**config.mk**
```make
export PLATFORM = sky130hd
export DESIGN_NAME = motion_triggered_logger_unit
export DESIGN_NICKNAME = d
export VERILOG_FILES = /design/src/mtl_pkg.sv /design/src/mtl_isqrt.sv /design/src/mtl_store.sv /design/src/motion_triggered_logger_unit.sv
export SDC_FILE = /design/constraint.sdc
export NUM_CORES = 2
export LEC_CHECK = 0
export BUFFER_PORTS_ARGS = -buffer_cell sky130_fd_sc_hd__buf_2
export CAP_MARGIN = 0
export CORE_AREA = 4 4 525 397
export CTS_CLUSTER_DIAMETER = 30
export DETAILED_ROUTE_END_ITERATION = 8
export DIE_AREA = 0 0 529 401
export HOLD_SLACK_MARGIN = 0.02
export PLACE_DENSITY_LB_ADDON = 0.08
export SLEW_MARGIN = 20
export SYNTH_ARGS = -nofsm -noshare
export SYNTH_HDL_FRONTEND = slang
export SYNTH_SLANG_ARGS = --single-unit
```
**constraint.sdc**
```tcl
create_clock -name aclk -period 7.2 [get_ports aclk]
set_input_delay 1.44 -clock aclk [delete_from_list [all_inputs] [get_ports aclk]]
set_output_delay 1.44 -clock aclk [all_outputs]
set_load 0.005 [all_outputs]
```
**src/mtl_pkg.sv**
```systemverilog
// ----------------------------------------------------------------------------
// mtl_pkg: shared definitions for the motion triggered logger
// Sizes, register indexes, codes and the record type of the log store.
// ----------------------------------------------------------------------------
package mtl_pkg;

    localparam int POINTS_PER_PACKET = 12;
    localparam int PACKETS           = 5;
    localparam int SLOTS             = POINTS_PER_PACKET * PACKETS;
    localparam int SLOT_W            = $clog2(SLOTS + 1);
    localparam int ADDR_W            = (SLOTS > 1) ? $clog2(SLOTS) : 1;

    localparam int AXIS_W     = 16;
    localparam int LIGHT_W    = 24;
    localparam int ID_W       = 16;
    localparam int RSSI_W     = 8;
    localparam int MAG_W      = 16;
    localparam int LUX_W      = 16;
    localparam int IDX_W      = 6;
    localparam int CNT_W      = 8;
    localparam int RAD_W      = 2 * AXIS_W;
    localparam int ROOT_STEPS = RAD_W / 2;
    localparam int STEP_W     = $clog2(ROOT_STEPS);

    localparam int CFG_IDX_W  = 3;
    localparam int CFG_DATA_W = 16;
    localparam int IN_DATA_W  = 120;
    localparam int OUT_DATA_W = 72;

    // raw / 100 as (raw * ceil(2^31 / 100)) >> 31, exact for 24-bit raw
    localparam int LUX_RECIP_W = 25;
    localparam int LUX_SHIFT   = 31;
    localparam int LUXP_W      = LIGHT_W + LUX_RECIP_W;
    localparam int LUXQ_W      = LUXP_W - LUX_SHIFT;
    localparam logic [LUX_RECIP_W-1:0] LUX_RECIP = 25'd21474837;

    // register indexes
    localparam logic [CFG_IDX_W-1:0] REG_WAKE_THR   = 3'd0;
    localparam logic [CFG_IDX_W-1:0] REG_STILL_THR  = 3'd1;
    localparam logic [CFG_IDX_W-1:0] REG_STILL_SAMP = 3'd2;
    localparam logic [CFG_IDX_W-1:0] REG_RSSI_LIM   = 3'd3;
    localparam logic [CFG_IDX_W-1:0] REG_OWN_ID     = 3'd4;

    localparam logic [15:0] WAKE_THR_RST   = 16'd130;
    localparam logic [15:0] STILL_THR_RST  = 16'd110;
    localparam logic [7:0]  STILL_SAMP_RST = 8'd60;
    localparam logic [7:0]  RSSI_LIM_RST   = 8'hBA;   // -70
    localparam logic [15:0] OWN_ID_RST     = 16'd0;

    localparam logic OP_SAMPLE   = 1'b0;
    localparam logic OP_BEACON   = 1'b1;
    localparam logic KIND_STATUS = 1'b0;
    localparam logic KIND_RECORD = 1'b1;

    localparam logic [1:0] PH_WAIT   = 2'd0;
    localparam logic [1:0] PH_LOG    = 2'd1;
    localparam logic [1:0] PH_SETTLE = 2'd2;
    localparam logic [1:0] PH_DISC   = 2'd3;

    typedef struct packed {
        logic [LUX_W-1:0] lux;
        logic [MAG_W-1:0] motion;
    } rec_t;

endpackage

```
**src/mtl_isqrt.sv**
```systemverilog
// ----------------------------------------------------------------------------
// mtl_isqrt: iterative integer square root
// Floor square root of a 32-bit value, one result bit per cycle.
// ----------------------------------------------------------------------------
module mtl_isqrt (
    input  logic                       aclk,
    input  logic                       aresetn,
    input  logic                       start,
    input  logic [mtl_pkg::RAD_W-1:0]  radicand,
    output logic                       done,
    output logic [mtl_pkg::MAG_W-1:0]  root
);

    logic                          busy_reg, busy_next;
    logic                          done_reg, done_next;
    logic [mtl_pkg::STEP_W-1:0]    step_reg, step_next;
    logic [mtl_pkg::RAD_W-1:0]     rem_reg, rem_next;
    logic [mtl_pkg::RAD_W-1:0]     root_reg, root_next;
    logic [mtl_pkg::RAD_W-1:0]     bit_reg, bit_next;
    logic [mtl_pkg::RAD_W-1:0]     trial;

    assign trial = root_reg + bit_reg;

    always_comb begin
        busy_next = busy_reg;
        done_next = 1'b0;
        step_next = step_reg;
        rem_next  = rem_reg;
        root_next = root_reg;
        bit_next  = bit_reg;
        if (start) begin
            busy_next = 1'b1;
            step_next = '0;
            rem_next  = radicand;
            root_next = '0;
            bit_next  = {2'b01, {(mtl_pkg::RAD_W-2){1'b0}}};
        end else if (busy_reg) begin
            if (rem_reg >= trial) begin
                rem_next  = rem_reg - trial;
                root_next = (root_reg >> 1) + bit_reg;
            end else begin
                root_next = root_reg >> 1;
            end
            bit_next  = bit_reg >> 2;
            step_next = step_reg + 1'b1;
            if (step_reg == mtl_pkg::STEP_W'(mtl_pkg::ROOT_STEPS - 1)) begin
                busy_next = 1'b0;
                done_next = 1'b1;
            end
        end
    end

    always_ff @(posedge aclk) begin
        if (!aresetn) begin
            busy_reg <= 1'b0;
            done_reg <= 1'b0;
        end else begin
            busy_reg <= busy_next;
            done_reg <= done_next;
        end
    end

    always_ff @(posedge aclk) begin
        step_reg <= step_next;
        rem_reg  <= rem_next;
        root_reg <= root_next;
        bit_reg  <= bit_next;
    end

    assign done = done_reg;
    assign root = root_reg[mtl_pkg::MAG_W-1:0];

endmodule

```
**src/mtl_store.sv**
```systemverilog
// ----------------------------------------------------------------------------
// mtl_store: log record memory
// One write port, one registered read port; contents undefined until written.
// ----------------------------------------------------------------------------
module mtl_store (
    input  logic                        aclk,
    input  logic                        we,
    input  logic [mtl_pkg::ADDR_W-1:0]  waddr,
    input  mtl_pkg::rec_t               wdata,
    input  logic                        re,
    input  logic [mtl_pkg::ADDR_W-1:0]  raddr,
    output mtl_pkg::rec_t               rdata
);

    mtl_pkg::rec_t mem [mtl_pkg::SLOTS];
    mtl_pkg::rec_t rdata_reg;

    always_ff @(posedge aclk) begin
        if (we) begin
            mem[waddr] <= wdata;
        end
        if (re) begin
            rdata_reg <= mem[raddr];
        end
    end

    assign rdata = rdata_reg;

endmodule

```
**src/motion_triggered_logger_unit.sv**
```systemverilog
// ----------------------------------------------------------------------------
// motion_triggered_logger_unit: motion triggered light and motion logger
// Wakes on motion, logs light and motion per sample, waits for stillness,
// then dumps the log on a matching beacon.
// ----------------------------------------------------------------------------
// channel  direction  contents
// s_*      in         sensor sample or beacon, opcode in s_tuser
// m_*      out        status result or log record, kind in m_tuser
// cfg_*    in         register writes, index 0..4
//
// A sample passes through the shared squaring multiplier, starts the root, runs
// the bit-per-cycle root loop (16 steps, then done), updates, loads the result
// and returns to idle before the next transfer in. A dump reads each record
// from memory, then loads it into the output register, held by any output stall.
// s_tready stays low until the result reaches the output register, so a stalled
// output holds off the next transfer in; aresetn is synchronous, log not cleared.
// ----------------------------------------------------------------------------
module motion_triggered_logger_unit (
    input  logic                            aclk,
    input  logic                            aresetn,
    input  logic                            s_tvalid,
    output logic                            s_tready,
    // accel_x, accel_y, accel_z, light_raw, light_error, beacon_dest,
    // beacon_src, rssi, zero pad
    input  logic [mtl_pkg::IN_DATA_W-1:0]   s_tdata,
    // opcode
    input  logic                            s_tuser,
    output logic                            m_tvalid,
    input  logic                            m_tready,
    // phase, magnitude, record_index, light_lux, logged_motion, peer_id
    output logic [mtl_pkg::OUT_DATA_W-1:0]  m_tdata,
    // kind
    output logic                            m_tuser,
    output logic                            m_tlast,
    input  logic                            cfg_we,
    input  logic [mtl_pkg::CFG_IDX_W-1:0]   cfg_index,
    input  logic [mtl_pkg::CFG_DATA_W-1:0]  cfg_wdata
);

    typedef struct packed {
        logic                       kind;
        logic [1:0]                 phase;
        logic [mtl_pkg::MAG_W-1:0]  mag;
        logic [mtl_pkg::IDX_W-1:0]  idx;
        logic [mtl_pkg::LUX_W-1:0]  lux;
        logic [mtl_pkg::MAG_W-1:0]  motion;
        logic [mtl_pkg::ID_W-1:0]   peer;
        logic                       last;
    } result_t;

    localparam logic [2:0] ST_IDLE  = 3'd0;
    localparam logic [2:0] ST_SQ    = 3'd1;
    localparam logic [2:0] ST_RGO   = 3'd2;
    localparam logic [2:0] ST_ROOT  = 3'd3;
    localparam logic [2:0] ST_UPD   = 3'd4;
    localparam logic [2:0] ST_BCN   = 3'd5;
    localparam logic [2:0] ST_RD    = 3'd6;
    localparam logic [2:0] ST_RDW   = 3'd7;

    // control state
    logic [2:0]                     state_reg, state_next;
    logic                           out_pend_reg, out_pend_next;
    logic [1:0]                     cnt_reg, cnt_next;
    logic [1:0]                     mode_reg, mode_next;
    logic [mtl_pkg::SLOT_W-1:0]     slot_reg, slot_next;
    logic [mtl_pkg::CNT_W-1:0]      still_reg, still_next;
    logic [mtl_pkg::LUX_W-1:0]      last_lux_reg, last_lux_next;
    logic [mtl_pkg::ADDR_W-1:0]     rd_idx_reg, rd_idx_next;
    logic                           out_valid_reg, out_valid_next;

    // configuration
    logic [15:0]                    wake_thr_reg, wake_thr_next;
    logic [15:0]                    still_thr_reg, still_thr_next;
    logic [7:0]                     still_samp_reg, still_samp_next;
    logic [7:0]                     rssi_lim_reg, rssi_lim_next;
    logic [15:0]                    own_id_reg, own_id_next;

    // payload
    logic signed [mtl_pkg::AXIS_W-1:0] ax_reg, ay_reg, az_reg;
    logic [mtl_pkg::LIGHT_W-1:0]    light_reg;
    logic                           lerr_reg;
    logic [mtl_pkg::ID_W-1:0]       dest_reg, src_reg;
    logic [mtl_pkg::RSSI_W-1:0]     rssi_reg;
    logic [mtl_pkg::RAD_W-1:0]      prod_reg, prod_next;
    logic [mtl_pkg::RAD_W-1:0]      acc_reg, acc_next;
    logic [mtl_pkg::LUXQ_W-1:0]     luxq_reg, luxq_next;
    result_t                        res_reg, res_next;
    result_t                        out_reg, out_next;

    logic                           in_xfer;
    logic                           out_free;
    logic                           out_load;
    logic signed [mtl_pkg::AXIS_W-1:0]   axis_sel;
    logic signed [mtl_pkg::RAD_W-1:0]    sq;
    logic [mtl_pkg::LUXP_W-1:0]     lux_prod;
    logic [mtl_pkg::LUX_W-1:0]      lux_sat;
    logic [mtl_pkg::SLOT_W-1:0]     slot_inc;
    logic [mtl_pkg::CNT_W-1:0]      still_inc;

    logic                           root_start;
    logic                           root_done;
    logic [mtl_pkg::MAG_W-1:0]      mag;

    logic                           mem_we;
    mtl_pkg::rec_t                  mem_wdata;
    logic                           mem_re;
    mtl_pkg::rec_t                  mem_rdata;

    assign s_tready = (state_reg == ST_IDLE) && !out_pend_reg;
    assign in_xfer  = s_tvalid && s_tready;
    assign out_free = !out_valid_reg || m_tready;

    // shared squaring multiplier, one axis per cycle
    always_comb begin
        case (cnt_reg)
            2'd0:    axis_sel = ax_reg;
            2'd1:    axis_sel = ay_reg;
            default: axis_sel = az_reg;
        endcase
    end
    assign sq       = mtl_pkg::RAD_W'(axis_sel) * mtl_pkg::RAD_W'(axis_sel);
    assign lux_prod = mtl_pkg::LUXP_W'(light_reg) * mtl_pkg::LUXP_W'(mtl_pkg::LUX_RECIP);
    assign lux_sat  = (luxq_reg > mtl_pkg::LUXQ_W'(16'hFFFF)) ? 16'hFFFF
                                                              : luxq_reg[mtl_pkg::LUX_W-1:0];
    assign slot_inc  = slot_reg + 1'b1;
    assign still_inc = still_reg + 1'b1;

    assign root_start = (state_reg == ST_RGO);

    mtl_isqrt u_isqrt (
        .aclk     (aclk),
        .aresetn  (aresetn),
        .start    (root_start),
        .radicand (acc_reg),
        .done     (root_done),
        .root     (mag)
    );

    mtl_store u_store (
        .aclk  (aclk),
        .we    (mem_we),
        .waddr (slot_reg[mtl_pkg::ADDR_W-1:0]),
        .wdata (mem_wdata),
        .re    (mem_re),
        .raddr (rd_idx_reg),
        .rdata (mem_rdata)
    );

    always_comb begin
        state_next      = state_reg;
        out_pend_next   = out_pend_reg;
        cnt_next        = cnt_reg;
        mode_next       = mode_reg;
        slot_next       = slot_reg;
        still_next      = still_reg;
        last_lux_next   = last_lux_reg;
        rd_idx_next     = rd_idx_reg;
        wake_thr_next   = wake_thr_reg;
        still_thr_next  = still_thr_reg;
        still_samp_next = still_samp_reg;
        rssi_lim_next   = rssi_lim_reg;
        own_id_next     = own_id_reg;
        prod_next       = prod_reg;
        acc_next        = acc_reg;
        luxq_next       = luxq_reg;
        res_next        = res_reg;
        out_next        = out_reg;
        out_load        = 1'b0;
        mem_we          = 1'b0;
        mem_wdata       = '0;
        mem_re          = 1'b0;

        if (cfg_we) begin
            case (cfg_index)
                mtl_pkg::REG_WAKE_THR:   wake_thr_next   = cfg_wdata;
                mtl_pkg::REG_STILL_THR:  still_thr_next  = cfg_wdata;
                mtl_pkg::REG_STILL_SAMP: still_samp_next = cfg_wdata[7:0];
                mtl_pkg::REG_RSSI_LIM:   rssi_lim_next   = cfg_wdata[7:0];
                mtl_pkg::REG_OWN_ID:     own_id_next     = cfg_wdata;
                default: ;
            endcase
        end

        // pending status result waits here for the output register
        if (out_pend_reg && out_free) begin
            out_next      = res_reg;
            out_load      = 1'b1;
            out_pend_next = 1'b0;
        end

        case (state_reg)
            ST_IDLE: begin
                if (in_xfer) begin
                    cnt_next = '0;
                    acc_next = '0;
                    if (s_tuser == mtl_pkg::OP_SAMPLE) begin
                        state_next = ST_SQ;
                    end else begin
                        state_next = ST_BCN;
                    end
                end
            end
            ST_SQ: begin
                // product of axis n lands while axis n-1 is accumulated
                if (cnt_reg != 2'd3) begin
                    prod_next = unsigned'(sq);
                end
                if (cnt_reg != 2'd0) begin
                    acc_next = acc_reg + prod_reg;
                end else begin
                    luxq_next = lux_prod[mtl_pkg::LUXP_W-1:mtl_pkg::LUX_SHIFT];
                end
                cnt_next = cnt_reg + 1'b1;
                if (cnt_reg == 2'd3) begin
                    state_next = ST_RGO;
                end
            end
            ST_RGO: begin
                state_next = ST_ROOT;
            end
            ST_ROOT: begin
                if (root_done) begin
                    state_next = ST_UPD;
                end
            end
            ST_UPD: begin
                case (mode_reg)
                    mtl_pkg::PH_WAIT: begin
                        if (mag >= wake_thr_reg) begin
                            mode_next = mtl_pkg::PH_LOG;
                            slot_next = '0;
                        end
                    end
                    mtl_pkg::PH_LOG: begin
                        if (!lerr_reg) begin
                            last_lux_next = lux_sat;
                        end
                        if (slot_reg < mtl_pkg::SLOT_W'(mtl_pkg::SLOTS)) begin
                            mem_we           = 1'b1;
                            mem_wdata.lux    = last_lux_next;
                            mem_wdata.motion = mag;
                        end
                        slot_next = slot_inc;
                        if (slot_inc >= mtl_pkg::SLOT_W'(mtl_pkg::SLOTS)) begin
                            mode_next  = mtl_pkg::PH_SETTLE;
                            still_next = '0;
                        end
                    end
                    mtl_pkg::PH_SETTLE: begin
                        if (mag < still_thr_reg) begin
                            still_next = still_inc;
                            if (still_inc >= still_samp_reg) begin
                                mode_next = mtl_pkg::PH_DISC;
                            end
                        end else begin
                            still_next = '0;
                        end
                    end
                    default: ;
                endcase
                res_next       = '0;
                res_next.kind  = mtl_pkg::KIND_STATUS;
                res_next.phase = mode_next;
                res_next.mag   = mag;
                res_next.last  = 1'b1;
                out_pend_next  = 1'b1;
                state_next     = ST_IDLE;
            end
            ST_BCN: begin
                if (mode_reg == mtl_pkg::PH_DISC && dest_reg == own_id_reg &&
                    $signed(rssi_reg) >= $signed(rssi_lim_reg)) begin
                    rd_idx_next = '0;
                    state_next  = ST_RD;
                end else begin
                    res_next       = '0;
                    res_next.kind  = mtl_pkg::KIND_STATUS;
                    res_next.phase = mode_reg;
                    res_next.last  = 1'b1;
                    out_pend_next  = 1'b1;
                    state_next     = ST_IDLE;
                end
            end
            ST_RD: begin
                mem_re     = 1'b1;
                state_next = ST_RDW;
            end
            ST_RDW: begin
                if (out_free) begin
                    out_load        = 1'b1;
                    out_next.kind   = mtl_pkg::KIND_RECORD;
                    out_next.phase  = mtl_pkg::PH_DISC;
                    out_next.mag    = '0;
                    out_next.idx    = mtl_pkg::IDX_W'(rd_idx_reg);
                    out_next.lux    = mem_rdata.lux;
                    out_next.motion = mem_rdata.motion;
                    out_next.peer   = src_reg;
                    out_next.last   = (rd_idx_reg == mtl_pkg::ADDR_W'(mtl_pkg::SLOTS - 1));
                    if (rd_idx_reg == mtl_pkg::ADDR_W'(mtl_pkg::SLOTS - 1)) begin
                        mode_next  = mtl_pkg::PH_WAIT;
                        slot_next  = '0;
                        still_next = '0;
                        state_next = ST_IDLE;
                    end else begin
                        rd_idx_next = rd_idx_reg + 1'b1;
                        state_next  = ST_RD;
                    end
                end
            end
            default: state_next = ST_IDLE;
        endcase

        if (out_load) begin
            out_valid_next = 1'b1;
        end else if (m_tready) begin
            out_valid_next = 1'b0;
        end else begin
            out_valid_next = out_valid_reg;
        end
    end

    always_ff @(posedge aclk) begin
        if (!aresetn) begin
            state_reg      <= ST_IDLE;
            out_pend_reg   <= 1'b0;
            cnt_reg        <= '0;
            mode_reg       <= mtl_pkg::PH_WAIT;
            slot_reg       <= '0;
            still_reg      <= '0;
            last_lux_reg   <= '0;
            rd_idx_reg     <= '0;
            out_valid_reg  <= 1'b0;
            wake_thr_reg   <= mtl_pkg::WAKE_THR_RST;
            still_thr_reg  <= mtl_pkg::STILL_THR_RST;
            still_samp_reg <= mtl_pkg::STILL_SAMP_RST;
            rssi_lim_reg   <= mtl_pkg::RSSI_LIM_RST;
            own_id_reg     <= mtl_pkg::OWN_ID_RST;
        end else begin
            state_reg      <= state_next;
            out_pend_reg   <= out_pend_next;
            cnt_reg        <= cnt_next;
            mode_reg       <= mode_next;
            slot_reg       <= slot_next;
            still_reg      <= still_next;
            last_lux_reg   <= last_lux_next;
            rd_idx_reg     <= rd_idx_next;
            out_valid_reg  <= out_valid_next;
            wake_thr_reg   <= wake_thr_next;
            still_thr_reg  <= still_thr_next;
            still_samp_reg <= still_samp_next;
            rssi_lim_reg   <= rssi_lim_next;
            own_id_reg     <= own_id_next;
        end
    end

    always_ff @(posedge aclk) begin
        if (in_xfer) begin
            ax_reg    <= s_tdata[15:0];
            ay_reg    <= s_tdata[31:16];
            az_reg    <= s_tdata[47:32];
            light_reg <= s_tdata[71:48];
            lerr_reg  <= s_tdata[72];
            dest_reg  <= s_tdata[88:73];
            src_reg   <= s_tdata[104:89];
            rssi_reg  <= s_tdata[112:105];
        end
        prod_reg <= prod_next;
        acc_reg  <= acc_next;
        luxq_reg <= luxq_next;
        res_reg  <= res_next;
        out_reg  <= out_next;
    end

    assign m_tvalid = out_valid_reg;
    assign m_tuser  = out_reg.kind;
    assign m_tlast  = out_reg.last;
    assign m_tdata  = {out_reg.peer, out_reg.motion, out_reg.lux,
                       out_reg.idx, out_reg.mag, out_reg.phase};

endmodule

```
# --- After elaboration in Yosys (flattened, before gate mapping) ---
# Memory sizes are Yosys's and may differ from the RTL's. A register that Yosys moved wholly into a read port is not among the register bits.
# Index checks and enable logic that the tools add are counted.
# W data, S select, Z words.
op_classes:
  addsub: 9
  multipliers: 2
  n_lt_le_gt_ge: 8
  n_eq_ne: 33
  mux: 69
  bitwise_logic: 3
  reduce_logical: 38
ops:
  columns: ["op", "n"]
  rows:
  - ["$mux W74", 4]
  - ["$mux W32", 9]
  - ["$pmux W74 S2", 1]
  - ["$pmux W32 S2", 1]
  - ["$mul A24 B25 Y49 const B", 1]
  - ["$mux W6", 6]
  - ["$pmux W6 S2", 3]
  - ["$add A31 B31 Y32", 1]
  - ["$add A32 B31 Y32", 1]
  - ["$add A32 B32 Y32", 1]
  - ["$ge A32 B32 Y1", 1]
  - ["$mul A16 B16 Y32", 1]
  - ["$mux W16", 2]
  - ["$mux W8", 4]
  - ["$pmux W16 S2", 1]
  - ["$pmux W8 S2", 2]
  - ["$sub A32 B32 Y32", 1]
  - ["$pmux W3 S8", 1]
  - ["$reduce_and A2 Y1", 11]
  - ["$mux W3", 7]
  - ["$gt A18 B16 Y1 const B", 1]
  - ["$ne A2 B2 Y1 const B", 9]
  - ["$mux W1", 17]
  - ["$eq A16 B16 Y1", 1]
  - ["35 further kinds", 75]
word_totals:
  register_bits: 538
  ram_bits: 1920
  input_bits: 145
  out_inout_bits: 76
  elab_cells: 210
  memories: 1
memory_table:
  columns: ["memory", "words", "width", "read_ports", "rd_clocked_by_memory_dff", "write_ports", "line_no", "text"]
  rows:
  - ["u_store.mem", 60, 32, 1, 1, 1, "mtl_store.sv:15", "mtl_pkg::rec_t mem [mtl_pkg::SLOTS];"]

# --- Longest topological paths before layout ---
logic_depth:
  ltp_word: 7
  depth_mapped: 34
  depth_no_buf: 31

# --- By module ---
# Synthesis repeated with hierarchy kept, for this count alone.
unflattened:
  cells_unflattened: 7641
  hier_area_um2: 116531.8
by_module_without_submodules:
  columns: ["mod", "n_inst", "cells_each", "area_each_um2", "seq_area_each_um2"]
  rows:
  - ["mtl_store", 1, 3272, 74186.2, 58616.2]
  - ["motion_triggered_logger_unit", 1, 3478, 35019.8, 10029.6]
  - ["mtl_isqrt", 1, 891, 7325.8, 2042.0]

# --- Least setup slack after synthesis ---
# Ideal clock, no wire load.
synth_timing:
  kind: "flip-flop to flip-flop"
  start: "register cnt_reg[0]"
  end: "register prod_reg[28] in the netlist's numbering, data pin"
  setup_time_ns: 0.259
  arrival_ns: 7.312
  t_required_ns: 6.941
  slack_ns: -0.371
  stages_incl_launch_ff: 31
  n_path_buf: 3
  synth_period_minus_slack_ns: 7.571
  cell_sequence: "dfxtp_1 -> inv_1 -> ha_1 -> clkbuf_1 -> nor2_1 -> clkbuf_1 -> a21oi_1 -> inv_1 -> clkbuf_1 -> nand2_1 -> fa_1 -> fa_1 -> fa_1 -> inv_1 -> fa_1 -> fa_1 -> inv_1 -> fa_1 -> inv_1 -> ha_1 -> a21o_1 -> a21o_1 -> a21o_1 -> a221o_1 -> a41o_1 -> nand4_1 -> a21boi_1 -> a41oi_1 -> nand2b_1 -> a21oi_1 -> xnor2_1"
synth_via:
  elab_chain_cells: 3
  elab_cells_between_ends: 4
  cone_classes: "mul: 1; eq/ne: 1; mux: 1; reduce/logical: 1"
synth_lines:
  columns: ["element", "line_no", "text"]
  rows:
  - ["from (decl)", "motion_triggered_logger_unit.sv:63", "logic [1:0] cnt_reg, cnt_next;"]
  - ["from (signal assigned)", "motion_triggered_logger_unit.sv:340", "cnt_reg <= cnt_next;"]
  - ["$eq A2 B1 Y1 or $logic_not A2 Y1 (tied branches)", "motion_triggered_logger_unit.sv:115", "case (cnt_reg)"]
  - ["$pmux W16 S2 (*)", "motion_triggered_logger_unit.sv:115", null]
  - ["$mul A16 B16 Y32 (*)", "motion_triggered_logger_unit.sv:121", "assign sq = mtl_pkg::RAD_W'(axis_sel) * mtl_pkg::RAD_W'(axis_sel);"]
  - ["named net sq, one bit", "motion_triggered_logger_unit.sv:94", "logic signed [mtl_pkg::RAD_W-1:0] sq;"]
  - ["to (signal assigned)", "motion_triggered_logger_unit.sv:366", "prod_reg <= prod_next;"]
  - ["to (decl)", "motion_triggered_logger_unit.sv:84", "logic [mtl_pkg::RAD_W-1:0] prod_reg, prod_next;"]
# Mark *: on every way through the listed nets, which the timed path passes. The rest lies on a longest branch.
# A chain may end at the register's enable or synchronous reset.

# --- Final worst setup path ---
layout_timing:
  start: "register cnt_reg[1]"
  end: "register prod_reg[29] in the netlist's numbering, data pin"
# Same word-level chain as after synthesis.

==> results.cfg <==
[place]
hpwl_um = 179000
place_congestion = 0.855
preCtsSetupSlack_ps = -162
io_buffers = 213

[critical_path]
cp_max_fo = 5
start_kind = flip-flop
critPathMaxStageDelay_ps = 540
crit_required_ps = 7800
worstSetupEndpointType = flip-flop
critical_path_class = reg -> reg
crit_arrival_ps = 7710
crit_top_cell = fa_1
cp_slowest_cell = fa_1

[timing]
hold_viol = 0
fin_skew_ps = 45.0
setup_viol = 0
rsz0062_at_grt = yes
min_period_ps = 7110
drv_slew = 0
tightest_slew_ps = 1210
fmax_mhz = 141
fin_crit_sh_pct = 98.8
max-slew-margin-rel_pct = 19.2
finalSetupTns_ps = 0
worst_slack_ps = 85.8

[clock_network]
clkSinkCount = 2433
cts.path.max_buffers = 4
cts.clk_slew.worst_paths_ps = 50
root_buffer = clkbuf_16
cts_max_level = 5
cts_buffers = 398
clk-insertion-delay-late_ps = 860
cts_tree = yes

[global_route]
grt_antenna_before_repair = 15
grt_usage_pct = 27.0
grt_max_degree = 115
grt_pass1_vias = 65000
overflow = 0
grt_pass1_wl_um = 425000

[synth]
synth_fp_nets = 8225
synth_area_sq_um = 115000
synth.distinct_cells = 93
synth_area_leaders = edfxtp_1, mux4_2, fa_1, ha_1, dfxtp_1
synth_area_per_cell_sq_um = 16.1
seq_area_frac_synth_pct = 61.3
yosysWarnings = 0
synth_cells = 7156
synthTopCellsByCount = edfxtp_1, inv_1, mux4_2
synthFlopType = edfxtp_1
synth_top_area_share_pct = 57.2
synth_top_area_cell = edfxtp_1
synth-edff-count = 2196
synthArstFlopShare_pct = 0
ys_ff_latch = 2433
yosysMostFrequentCell = edfxtp_1

[detailed_routing]
drtIter0Drc = 6857
vias = 65200
met2_length_um = 127000
dr_wl_met3_um = 30000
via_per_inst = 6.02
first_pass_iters = 6
wl_um = 285000
met1Wirelength_um = 123000
wl_per_cell_um = 26.4
drc_errors = 0
postRouteAntennaNets = 0
dr.max_layer_used = met5

[cells_and_area]
regMostFlops = u_store.mem
largest_reg_flops = 1920
drive_gt1_share_pct = 25.2
nets = 8872
multiInputGateArea_sq_um = 41700
fillCellCount = 13800
fin_util_pct = 67.0
seq_area_sq_um = 70700
syn2layout_area_growth_pct = 17.8

[hold_path]
hp-class = reg -> reg

[floorplan]
core_sq_um = 203000
die-area_sq_um = 212000
io_pins = 221
num_rows = 143
die_x_um = 529
die_y_um = 401
start_util_pct = 56.9

[outcome]
status = finished, final reports clean

[job]
drv_cap = 0
==> per-layer routing <==
layer	GRT usage [%]	vias to the layer above
met2	39.0	2860
met5	0	-
met4	5.71	4
met3	6.74	405
li1	-	28300
met1	41.9	33600
==> stage by stage <==
stage          area [sq um]  hold WS, ps  instances
3_3_place_gp         122000          423      10100
2_1_floorplan        115000          418       7156
5_1_grt              136000          463      10800
6_report             136000          443      10800
4_1_cts              135000          445      10800
3_5_place_dp         122000          433      10100
==> path summary, 6_finish.rpt <==
check | from | endpoint | slack (ps) | cells past startpoint
max reg2reg | cnt_reg[1]$_SDFFE_PN0P_ | prod_reg[29]$_DFFE_PP_ | 90 | 29
max | cnt_reg[1]$_SDFFE_PN0P_ | prod_reg[29]$_DFFE_PP_ | 90 | 29
min | src_reg[13]$_DFFE_PP_ | m_tdata[69]$_DFF_P_ | 440 | 2
min reg2reg | src_reg[13]$_DFFE_PP_ | m_tdata[69]$_DFF_P_ | 440 | 2
==> worst max-delay path, delay by kind of cell (launching register included) <==
kind | cells | cell delay [ps]
DFF | 1 | 330
xor gates and xnor gates | 1 | 90
AOI/OAI and AO/OA | 10 | 2100
buffers and inverters | 9 | 820
adders and majority gates | 8 | 3460
and+or+nand+nor | 1 | 50
==> cells by family (layout without fill, tap and decap cells) <==
family	after synthesis	after routing	synth area share (%)
mux	666	666	12.4
flops	2433	2433	61.3
compound gates	774	774	4.28
xor+xnor	195	195	1.48
fa+ha+maj	924	924	12.9
buf+inv	1031	2012	3.37
other cells	0	7	0
simple gates	1133	1133	4.32
==> layout make-up <==
type | instances | area share (%)
well taps | 2682 | 2.47
flip-flops and latches | 2433 | 52.1
clock buffers | 435 | 7.53
clock inverters | 299 | 2.42
inverters | 741 | 2.05
repair buffers | 537 | 2.76
multi-input cells | 3692 | 30.7
diodes | 7 | 0.0129
==> cell usage in the layout, fill, tap and decap left out, types with 22 or more instances in the layout <==
master	synthesis	routed
nand2_1	461	457
o21ai_0	192	185
nand4_1	37	37
xnor2_1	105	105
nor2_4	0	79
and3_1	27	26
edfxtp_1	2196	2196
inv_6	0	52
clkinvlp_4	0	64
nor3_1	62	60
o21bai_1	23	23
buf_2	9	213
a31oi_1	31	31
nand3_1	49	48
and2_1	39	24
mux2i_1	57	57
nor2_1	348	261
buf_4	1	305
clkbuf_16	0	402
clkinv_1	7	23
nor2b_1	34	34
dfxtp_1	237	228
mux4_2	608	608
o211ai_1	23	23
bufinv_16	0	42
a21oi_1	217	202
a22o_1	33	32
inv_1	733	721
nand2b_1	23	22
a21o_1	85	84
fa_1	436	428
clkinv_4	0	45
ha_1	488	479
a211oi_1	22	22
xor2_1	90	90
clkbuf_1	220	28
clkinv_2	0	56
==> what timing repair did <==
| item | 4_1_cts | 5_1_grt |
|---|---|---|
| pin swaps | 7 | 40 |
| setup buffers | 6 | 19 |
| endpoints found under the setup margin | 6 | 15 |
| resized for setup | 10 | 58 |
| cloned | 0 | 1 |
| hold buffers | 0 | 0 |
Power is not shown: default switching activity piles up to over one toggle a cycle in this logic, so the estimate is an artifact.
